**src/hw/rtl/krt_pkg.sv**
```systemverilog
// krt_pkg: shared types and codes for the keyed record table
// item structs for the command and result sides, command and status codes
`timescale 1ns / 1ps

package krt_pkg;

    localparam int CAPACITY_DEF = 16;
    localparam int MAX_RESULTS  = 16;
    localparam int WORD_W       = 32;
    localparam int ROW_WORDS    = 8;

    // command codes
    localparam logic [2:0] CMD_ADD    = 3'd0;
    localparam logic [2:0] CMD_READ   = 3'd1;
    localparam logic [2:0] CMD_DELETE = 3'd2;
    localparam logic [2:0] CMD_EXISTS = 3'd3;
    localparam logic [2:0] CMD_LIST   = 3'd4;

    // status codes
    localparam logic [1:0] STS_OK        = 2'd0;
    localparam logic [1:0] STS_NOT_FOUND = 2'd1;
    localparam logic [1:0] STS_FULL      = 2'd2;
    localparam logic [1:0] STS_EMPTY     = 2'd3;

    // word positions inside one stored row
    localparam int W_KEY      = 0;
    localparam int W_YEAR     = 1;
    localparam int W_COURSE_A = 2;
    localparam int W_GRADE_A  = 3;
    localparam int W_COURSE_B = 4;
    localparam int W_GRADE_B  = 5;
    localparam int W_COURSE_C = 6;
    localparam int W_GRADE_C  = 7;

    typedef logic [ROW_WORDS-1:0][WORD_W-1:0] t_row;

    typedef struct packed {
        logic [2:0]        cmd;
        logic [WORD_W-1:0] key;
        logic [WORD_W-1:0] year_in;
        logic [WORD_W-1:0] course_a_in;
        logic [WORD_W-1:0] grade_a_in;
        logic [WORD_W-1:0] course_b_in;
        logic [WORD_W-1:0] grade_b_in;
        logic [WORD_W-1:0] course_c_in;
        logic [WORD_W-1:0] grade_c_in;
    } t_cmd_item;

    typedef struct packed {
        logic [1:0]        status;
        logic [4:0]        used_count;
        logic [WORD_W-1:0] key_out;
        logic [WORD_W-1:0] year_out;
        logic [WORD_W-1:0] course_a_out;
        logic [WORD_W-1:0] grade_a_out;
        logic [WORD_W-1:0] course_b_out;
        logic [WORD_W-1:0] grade_b_out;
        logic [WORD_W-1:0] course_c_out;
        logic [WORD_W-1:0] grade_c_out;
        logic              last;
    } t_result_item;

endpackage

```
**src/hw/rtl/keyed_record_table.sv**
```systemverilog
// keyed_record_table: fixed-capacity record table with linear key search
// depends on krt_pkg for item structs, command and status codes
`timescale 1ns / 1ps

// usage
// - command side: drive i_item and raise start; the item is taken at an edge
//   where start is high and busy is low. busy stays high while a search,
//   a delete compaction or a listing walks the table
// - result side: o_valid marks one result item for exactly one cycle; the
//   receiver cannot stall, so every result must be taken when shown
// - add, empty read/delete/exists and empty list finish at the accept edge;
//   their result shows in the next cycle and the next item may follow right
//   away. an unknown command is dropped at the accept edge with no result
// - read and exists: one row read per cycle from the record memory through
//   one key comparator
// - delete: the search, then every row above the hit is shifted down in
//   turn (read one row, write the next lower one)
// - list: one key per cycle, min(used, 16) results, last one flagged
// - the final result of a command shows in the first cycle with busy low;
//   the table is walked through the single read port of the record memory
// - reset: synchronous, active low; the table becomes empty. row contents
//   are not cleared, only rows below the fill count are ever read
module keyed_record_table
    import krt_pkg::*;
#(
    parameter int CAPACITY = CAPACITY_DEF
) (
    input  logic         i_clk,
    input  logic         i_rst_n,
    input  logic         start,
    input  t_cmd_item    i_item,
    output logic         busy,
    output logic         o_valid,
    output t_result_item o_item
);

    localparam int CNT_W = $clog2(CAPACITY + 1);
    localparam int IDX_W = (CAPACITY > 1) ? $clog2(CAPACITY) : 1;
    localparam int EXT_W = CNT_W + 5;

    // sequencer states
    localparam logic [1:0] ST_IDLE  = 2'd0;
    localparam logic [1:0] ST_SCAN  = 2'd1;
    localparam logic [1:0] ST_SHIFT = 2'd2;
    localparam logic [1:0] ST_LIST  = 2'd3;

    // record memory, one row per entry, registered read
    t_row r_mem [CAPACITY];
    t_row r_rd_data;

    logic [1:0]        r_state, n_state;
    logic [CNT_W-1:0]  r_fill,  n_fill;
    logic [CNT_W-1:0]  r_idx,   n_idx;     // next row to fetch
    logic [CNT_W-1:0]  r_lim,   n_lim;     // rows to walk
    logic              r_pend,  n_pend;    // r_rd_data holds row r_pidx
    logic [IDX_W-1:0]  r_pidx,  n_pidx;
    logic [2:0]        r_cmd,   n_cmd;
    logic [WORD_W-1:0] r_key,   n_key;
    logic              r_valid, n_valid;
    t_result_item      r_out,   n_out;

    logic              mem_re;
    logic              mem_we;
    logic [IDX_W-1:0]  raddr;
    logic [IDX_W-1:0]  waddr;
    t_row              wdata;
    logic              hit;
    logic              more;
    logic              full;
    logic              list_last;
    logic [CNT_W-1:0]  list_lim;

    assign hit       = r_pend && (r_rd_data[W_KEY] == r_key);
    assign more      = r_idx < r_lim;
    assign full      = r_fill >= CNT_W'(CAPACITY);
    assign list_last = (CNT_W'(r_pidx) + CNT_W'(1)) == r_lim;
    // listing stops after the result limit when the table is larger
    assign list_lim  = (EXT_W'(r_fill) > EXT_W'(MAX_RESULTS)) ? CNT_W'(MAX_RESULTS) : r_fill;

    always_comb begin
        n_state = r_state;
        n_fill  = r_fill;
        n_idx   = r_idx;
        n_lim   = r_lim;
        n_pend  = 1'b0;
        n_pidx  = r_pidx;
        n_cmd   = r_cmd;
        n_key   = r_key;
        n_valid = 1'b0;
        n_out   = r_out;
        mem_re  = 1'b0;
        mem_we  = 1'b0;
        raddr   = r_idx[IDX_W-1:0];
        waddr   = r_fill[IDX_W-1:0];
        wdata   = {i_item.grade_c_in, i_item.course_c_in, i_item.grade_b_in,
                   i_item.course_b_in, i_item.grade_a_in, i_item.course_a_in,
                   i_item.year_in, i_item.key};

        unique case (r_state)
            ST_IDLE: begin
                if (start) begin
                    n_cmd = i_item.cmd;
                    n_key = i_item.key;
                    n_idx = '0;
                    unique case (i_item.cmd)
                        CMD_ADD: begin
                            n_valid = 1'b1;
                            n_out   = '0;
                            n_out.last = 1'b1;
                            if (full) begin
                                n_out.status     = STS_FULL;
                                n_out.used_count = 5'(r_fill);
                            end else begin
                                // append at the fill position
                                mem_we = 1'b1;
                                n_fill = r_fill + CNT_W'(1);
                                n_out.status     = STS_OK;
                                n_out.used_count = 5'(n_fill);
                            end
                        end
                        CMD_READ, CMD_DELETE, CMD_EXISTS: begin
                            if (r_fill == '0) begin
                                n_valid = 1'b1;
                                n_out   = '0;
                                n_out.status     = STS_NOT_FOUND;
                                n_out.used_count = 5'(r_fill);
                                n_out.last       = 1'b1;
                            end else begin
                                n_lim   = r_fill;
                                n_state = ST_SCAN;
                            end
                        end
                        CMD_LIST: begin
                            if (r_fill == '0) begin
                                n_valid = 1'b1;
                                n_out   = '0;
                                n_out.status     = STS_EMPTY;
                                n_out.used_count = 5'(r_fill);
                                n_out.last       = 1'b1;
                            end else begin
                                n_lim   = list_lim;
                                n_state = ST_LIST;
                            end
                        end
                        default: begin
                            // unknown command: dropped without a result
                        end
                    endcase
                end
            end

            ST_SCAN: begin
                if (hit) begin
                    unique case (r_cmd)
                        CMD_READ: begin
                            n_valid = 1'b1;
                            n_out   = '0;
                            n_out.status       = STS_OK;
                            n_out.used_count   = 5'(r_fill);
                            n_out.key_out      = r_rd_data[W_KEY];
                            n_out.year_out     = r_rd_data[W_YEAR];
                            n_out.course_a_out = r_rd_data[W_COURSE_A];
                            n_out.grade_a_out  = r_rd_data[W_GRADE_A];
                            n_out.course_b_out = r_rd_data[W_COURSE_B];
                            n_out.grade_b_out  = r_rd_data[W_GRADE_B];
                            n_out.course_c_out = r_rd_data[W_COURSE_C];
                            n_out.grade_c_out  = r_rd_data[W_GRADE_C];
                            n_out.last         = 1'b1;
                            n_state = ST_IDLE;
                        end
                        CMD_EXISTS: begin
                            n_valid = 1'b1;
                            n_out   = '0;
                            n_out.status     = STS_OK;
                            n_out.used_count = 5'(r_fill);
                            n_out.last       = 1'b1;
                            n_state = ST_IDLE;
                        end
                        default: begin
                            // delete: move every row above the hit down one
                            n_idx   = CNT_W'(r_pidx) + CNT_W'(1);
                            n_state = ST_SHIFT;
                        end
                    endcase
                end else if (more) begin
                    mem_re = 1'b1;
                    n_pend = 1'b1;
                    n_pidx = r_idx[IDX_W-1:0];
                    n_idx  = r_idx + CNT_W'(1);
                end else begin
                    n_valid = 1'b1;
                    n_out   = '0;
                    n_out.status     = STS_NOT_FOUND;
                    n_out.used_count = 5'(r_fill);
                    n_out.last       = 1'b1;
                    n_state = ST_IDLE;
                end
            end

            ST_SHIFT: begin
                if (r_pend) begin
                    mem_we = 1'b1;
                    waddr  = r_pidx - IDX_W'(1);
                    wdata  = r_rd_data;
                end
                if (more) begin
                    mem_re = 1'b1;
                    n_pend = 1'b1;
                    n_pidx = r_idx[IDX_W-1:0];
                    n_idx  = r_idx + CNT_W'(1);
                end else begin
                    n_fill  = r_fill - CNT_W'(1);
                    n_valid = 1'b1;
                    n_out   = '0;
                    n_out.status     = STS_OK;
                    n_out.used_count = 5'(n_fill);
                    n_out.last       = 1'b1;
                    n_state = ST_IDLE;
                end
            end

            ST_LIST: begin
                if (r_pend) begin
                    n_valid = 1'b1;
                    n_out   = '0;
                    n_out.status     = STS_OK;
                    n_out.used_count = 5'(r_fill);
                    n_out.key_out    = r_rd_data[W_KEY];
                    n_out.last       = list_last;
                    if (list_last) begin
                        n_state = ST_IDLE;
                    end
                end
                if (more) begin
                    mem_re = 1'b1;
                    n_pend = 1'b1;
                    n_pidx = r_idx[IDX_W-1:0];
                    n_idx  = r_idx + CNT_W'(1);
                end
            end

            default: begin
                n_state = ST_IDLE;
            end
        endcase
    end

    // record memory ports
    always_ff @(posedge i_clk) begin
        if (mem_we) begin
            r_mem[waddr] <= wdata;
        end
    end

    always_ff @(posedge i_clk) begin
        if (mem_re) begin
            r_rd_data <= r_mem[raddr];
        end
    end

    // control state
    always_ff @(posedge i_clk) begin
        if (!i_rst_n) begin
            r_state <= ST_IDLE;
            r_fill  <= '0;
            r_pend  <= 1'b0;
            r_valid <= 1'b0;
        end else begin
            r_state <= n_state;
            r_fill  <= n_fill;
            r_pend  <= n_pend;
            r_valid <= n_valid;
        end
    end

    // payload and walk registers
    always_ff @(posedge i_clk) begin
        r_idx  <= n_idx;
        r_lim  <= n_lim;
        r_pidx <= n_pidx;
        r_cmd  <= n_cmd;
        r_key  <= n_key;
        r_out  <= n_out;
    end

    assign busy    = r_state != ST_IDLE;
    assign o_valid = r_valid;
    assign o_item  = r_out;

endmodule

```
**config.mk**
```make
export PLATFORM = sky130hd
export DESIGN_NAME = keyed_record_table
export DESIGN_NICKNAME = d
export VERILOG_FILES = /design/src/hw/rtl/krt_pkg.sv /design/src/hw/rtl/keyed_record_table.sv
export SDC_FILE = /design/constraint.sdc
export NUM_CORES = 2
export LEC_CHECK = 0
export BUFFER_PORTS_ARGS = -buffer_cell sky130_fd_sc_hd__buf_2
export CORE_MARGIN = 5
export CORE_UTILIZATION = 60
export DETAILED_ROUTE_END_ITERATION = 10
export PLACE_DENSITY = 0.79
export SLEW_MARGIN = 10
export SYNTH_ARGS = -nofsm -noshare
export SYNTH_HDL_FRONTEND = slang
export SYNTH_SLANG_ARGS = --single-unit
```
**constraint.sdc**
```tcl
create_clock -name i_clk -period 81.7 [get_ports i_clk]
set_clock_uncertainty 0.05 [all_clocks]
set_input_delay 24.51 -clock i_clk [delete_from_list [all_inputs] [get_ports i_clk]]
set_output_delay 24.51 -clock i_clk [all_outputs]
set_load 0.02 [all_outputs]
```
After elaboration in Yosys (flattened, before gate mapping) --
Memory sizes are Yosys's and may differ from the RTL's. A register that Yosys moved wholly into a read port is not among the register bits. Index checks and enable logic that the tools add are counted.
Cells by class: equal/unequal tests 29, reductions and logical operators 19, mux-type cells 59, $add $sub $neg 5, order comparisons 3
Operators by type and width (number):
- $mux 264 | 7
- $pmux 264 s4 | 1
- $pmux 264 s3 | 1
- $pmux 264 s2 | 1
- $mux 256 | 2
- $mux 5 | 11
- $eq 32x32->1 | 1
- $pmux 5 s2 | 2
- $ne 3x3->1 const B | 6
- $mux 2 | 8
- $mux 4 | 4
- $ne 2x2->1 const B | 8
- $pmux 5 s3 | 1
- $mux 1 | 13
- $add 5x1->5 const B | 2
- $reduce_and 5->1 | 2
- $eq 3x2->1 const B | 3
- $pmux 2 s4 | 1
- $pmux 4 s2 | 1
- $reduce_and 8->1 | 1
- $reduce_bool 2->1 | 4
- $mux 7 | 1
- $eq 3x1->1 const B | 2
- $pmux 1 s2 | 3
- other kinds (25) | 29
Storage, ports and cells: output and inout bits 266, input bits 262, register bits after elaboration 322, memory bits (writable) 4096, memories kept 1, logic and storage cells 136
Memories:
- r_mem | depth 16, width 256, read ports 1, clocked after Yosys merged registers in 1, write ports 1, RTL line keyed_record_table.sv:48 | t_row r_mem [CAPACITY];

Depth between registers and ports, before layout --
word-level depth 7, depth in mapped cells 9, gate-level depth less buffers 8

Least setup slack after synthesis --
No wires, ideal clock.
kind input -> register, start in i_item[256] (netlist bit), end reg r_out, in the netlist o_item[0], enable pin, path buffers 0, library setup time 1.213 ns, stages on the path 5, data required time 80.437 ns, slack 37.199 ns, data arrival time 43.239 ns, cell sequence or2_2 -> maj3_1 -> o21ai_0 -> o21ai_0 -> nor3_1
On the way: longest elaborated chain between the ends 4, elaborated cells between the ends (all ways) 10, those cells by class eq/ne: 7; reduce/logical: 3
RTL lines:
- start: declaration | RTL line keyed_record_table.sv:31 | input t_cmd_item i_item,
- $eq 3x1->1 or $eq 3x2->1 (tied branches) | RTL line keyed_record_table.sv:105 | unique case (i_item.cmd)
- $reduce_or 3->1 | RTL line keyed_record_table.sv:105
- $ne 4x1->1 (no line) or $ne 3x3->1 (tied branches)
- $reduce_and 8->1 (no line) *
- end signal: assignment | RTL line keyed_record_table.sv:283 | r_out <= n_out;
- end: declaration | RTL line keyed_record_table.sv:60 | t_result_item r_out, n_out;
Mark *: on every way between the ends. The rest lies on a longest branch, timed or not. A chain may end at the register's enable or synchronous reset.

Worst setup path in the final report --
start in i_item[256] (netlist bit), end mem r_mem[14][172] (netlist bit), enable pin
On the way: longest elaborated chain between the ends 6
RTL lines:
- $logic_not 3->1 | RTL line keyed_record_table.sv:105
- $mux 1 | RTL line keyed_record_table.sv:105
- $mux 1 | RTL line keyed_record_table.sv:101 | if (start) begin
- $pmux 1 s2 | RTL line keyed_record_table.sv:99 | unique case (r_state)
- $mux 1 | RTL line keyed_record_table.sv:250 | if (mem_we) begin
- $mux 1 (implied by the code) | RTL line keyed_record_table.sv:251 | r_mem[waddr] <= wdata;
- end: declaration | RTL line keyed_record_table.sv:48
Every way passes these cells.

==> run metrics <==
crit path time final 29400 ps; Clock Latency Late Sink 970 ps; Combinational Power Share 4.9%; I/O pins 528; Internal 3.91 mW; Initial DRC Count 14.1k; nets@finish 8145; largest net degree at the start of global routing 166; total setup buffers inserted after CTS 0; core footprint 294000 µm²; leading cell type in the layout, fill and taps excluded edfxtp_1; critical path class primary input to flop; via count 84.9k; YS warnings 0; first-pass GRT wire length 660 mm; initial antenna violation count 29; sequential power share 53.7%; busiest layer in global routing met2; Die Area 305000 µm²; WL/cell 38.0 µm; Clk pwr share 41.3%; met3 GRT Util 5.18%; post-DR vias/cell 6.97; layout cells sized above 1 34.9%; met2 layer usage reported by global route 49.0%; CP dominant cell by count buf_4; Mapped Area 177000 µm²; number of global-route vias before repair 87.0k; register area share after synthesis 79.4%; Placer Congestion 0.806; layout filler cell count 16.5k; Setup Viol. Count Final 0; GR Util met1 42.1%; first-pass detailed-route iteration total 8; Worst Path Buf+Inv 5; startpoint types primary input; Async SR Flop Fraction 0%; peak supply drop 0.0000221 V; NetSw 1.06 mW; crit-path cells buf_2 > or2_2 > nor4_2 > a32oi_1 > nor2_4 > buf_4 > buf_4 > buf_4 > buf_4; fin crit share 36.0%; post-synthesis instance total 7110; status completed; CTS Buffer Depth 4; DRC Markers 0; syn_nets 7382; Max-slew headroom 13.4%; clk root buf clkbuf_16; Chip Width 553 µm; Worst Path Max Fanout 49; CP top delay family buffers and inverters; antenna viol nets, final 0; port bufs 527; Clock transition at path regs 60 ps; worst hold slack 488 ps; Worst EP arrival 29910 ps; unrepaired setup endpoints after global routing no; number of synthesized register bits 4674; Highest Clock Rate 34.0 MHz; clk sink count 4674; Final TNS setup 0 ps; Worst EP required 82210 ps; num rows 199; most frequent cells in the layout 4665 x edfxtp_1, 1280 x mux4_2, 527 x buf_2, 445 x clkbuf_16, 256 x mux2_2; Max H-tree Level 5; Die Height 553 µm; switching share of power 21.4%; Total Wirelength 463 mm; CP Capture Type flop; Crit-path slowest cell buf_4; dominant register cell in the synthesized netlist edfxtp_1; placed insts 11.3k; CTS Hold Buffers Added 0; synthesized area per cell 24.8 µm²; CTS buffer count 442; Initial Util 60.2%; Netlist cell types 51; Hold/Removal Path Class flop to flop; Syn-to-layout area delta 12.4%; hpwl dp 233 mm; pwr/cell area 25.0 nW/µm²; CTS tree done; slew at the pin closest to its max-slew limit 1300 ps; fin cells 12.2k; EDFF count, synth 4665; all-layer global routing usage 30.2%; Largest stage delay, worst path 900 ps; Final Hold Viols 0; CTS resizes 0; Max Cap Viol 0; GRT Residual Overflow 0; LEAKAGE 62.2 nW; Slew Limit Fails 0
==> logic make-up after synthesis <==
kind of cell	count (synthesis)	share of synthesized area, %
flip-flops	4674	79.4
multiplexers	1539	18.0
AND/OR/NAND/NOR	394	1.23
buffers and inverters	377	0.847
AO/OA/AOI/OAI	71	0.262
XOR/XNOR	44	0.218
adder cells (fa/ha/maj)	11	0.0765
==> per-layer routing <==
metal | wire, µm | part of all wire [%]
met5 | 89 | 0.019
met1 | 161000 | 35
met4 | 21800 | 4.7
met3 | 49600 | 11
met2 | 230000 | 50
==> metrics by stage <==
step	worst slack [ps]	total power [mW]	util [%]	area, µm²
floorplan	37200	2.89	-	177000
finish	52300	4.97	67.7	199000
detailed placement	51200	2.96	62.8	184000
global placement	51280	2.95	62.8	184000
global route	52230	5.11	67.7	199000
CTS	51970	4.99	67.7	199000
==> final timing paths <==
check,startpoint,endpoint,slack [ps],cells after the start
max,i_item[256],r_mem[14][172],52300,9
min,r_rd_data[197],o_item[38],490,1
min reg2reg,r_rd_data[197],o_item[38],490,1
max reg2reg,r_state[1],r_mem[14][172],74020,10
==> state kept, by name, summed over array words and instances, names as in the netlist <==
name and count:
r_pend 1, o_valid 1, r_cmd 3, r_lim 5, r_rd_data 256, r_pidx 4
r_idx 5, r_fill 5, r_key 32, r_state 2, r_mem 4096, o_item 264
==> worst register-to-register path, cell delays in order, from the launching register on <==
cell and delay [ps]:
dfxtp_1 880, nor2b_1 860, nand2_4 570, buf_12 450, o21ai_0 500, nand2_1 370, nor2_4 200, buf_4 700
buf_4 920, buf_4 790, buf_4 880
==> Yosys cell counts, types with 4 or more instances <==
cell type | number | share of area (%)
o21ai_0 | 20 | 0.057
nand2_1 | 52 | 0.11
a21oi_1 | 21 | 0.059
nor2_1 | 62 | 0.13
nor3_1 | 11 | 0.031
and2_1 | 204 | 0.72
o211ai_1 | 4 | 0.017
dfxtp_1 | 9 | 0.10
nand3_1 | 15 | 0.042
ha_1 | 10 | 0.071
inv_1 | 17 | 0.036
xor2_1 | 24 | 0.12
o21a_1 | 4 | 0.017
or3_1 | 5 | 0.018
clkbuf_2 | 10 | 0.028
edfxtp_1 | 4665 | 79
clkbuf_1 | 249 | 0.53
mux4_2 | 1280 | 16
mux2_2 | 256 | 1.6
buf_1 | 90 | 0.19
and2_2 | 22 | 0.093
buf_6 | 9 | 0.057
a32oi_1 | 4 | 0.020
nor4_1 | 7 | 0.025
xnor2_1 | 20 | 0.099
==> power groups by stage <==
stage                     combinational, mW  sequential, mW  clock (mW)
final                                 0.244            2.67        2.05
after CTS                             0.245            2.67        2.07
after global routing                  0.257            2.67        2.19
after floorplan                       0.147            2.74           0
after detailed placement              0.238            2.72           0
after global placement                0.232            2.72           0
==> cell type report <==
class	count	area (µm²)	share of cell area, %
Clock buffer	536	11500	5.78
Antenna cell	9	22.5	0.0113
Multi-Input combinational cell	2059	35100	17.7
Timing Repair Buffer	678	4020	2.02
Tap cell	3919	4900	2.47
Clock inverter	275	2810	1.42
Sequential cell	4674	140000	70.6
Inverter	18	67.6	0.0340
Note: power is estimated with default switching activity, not from simulation.
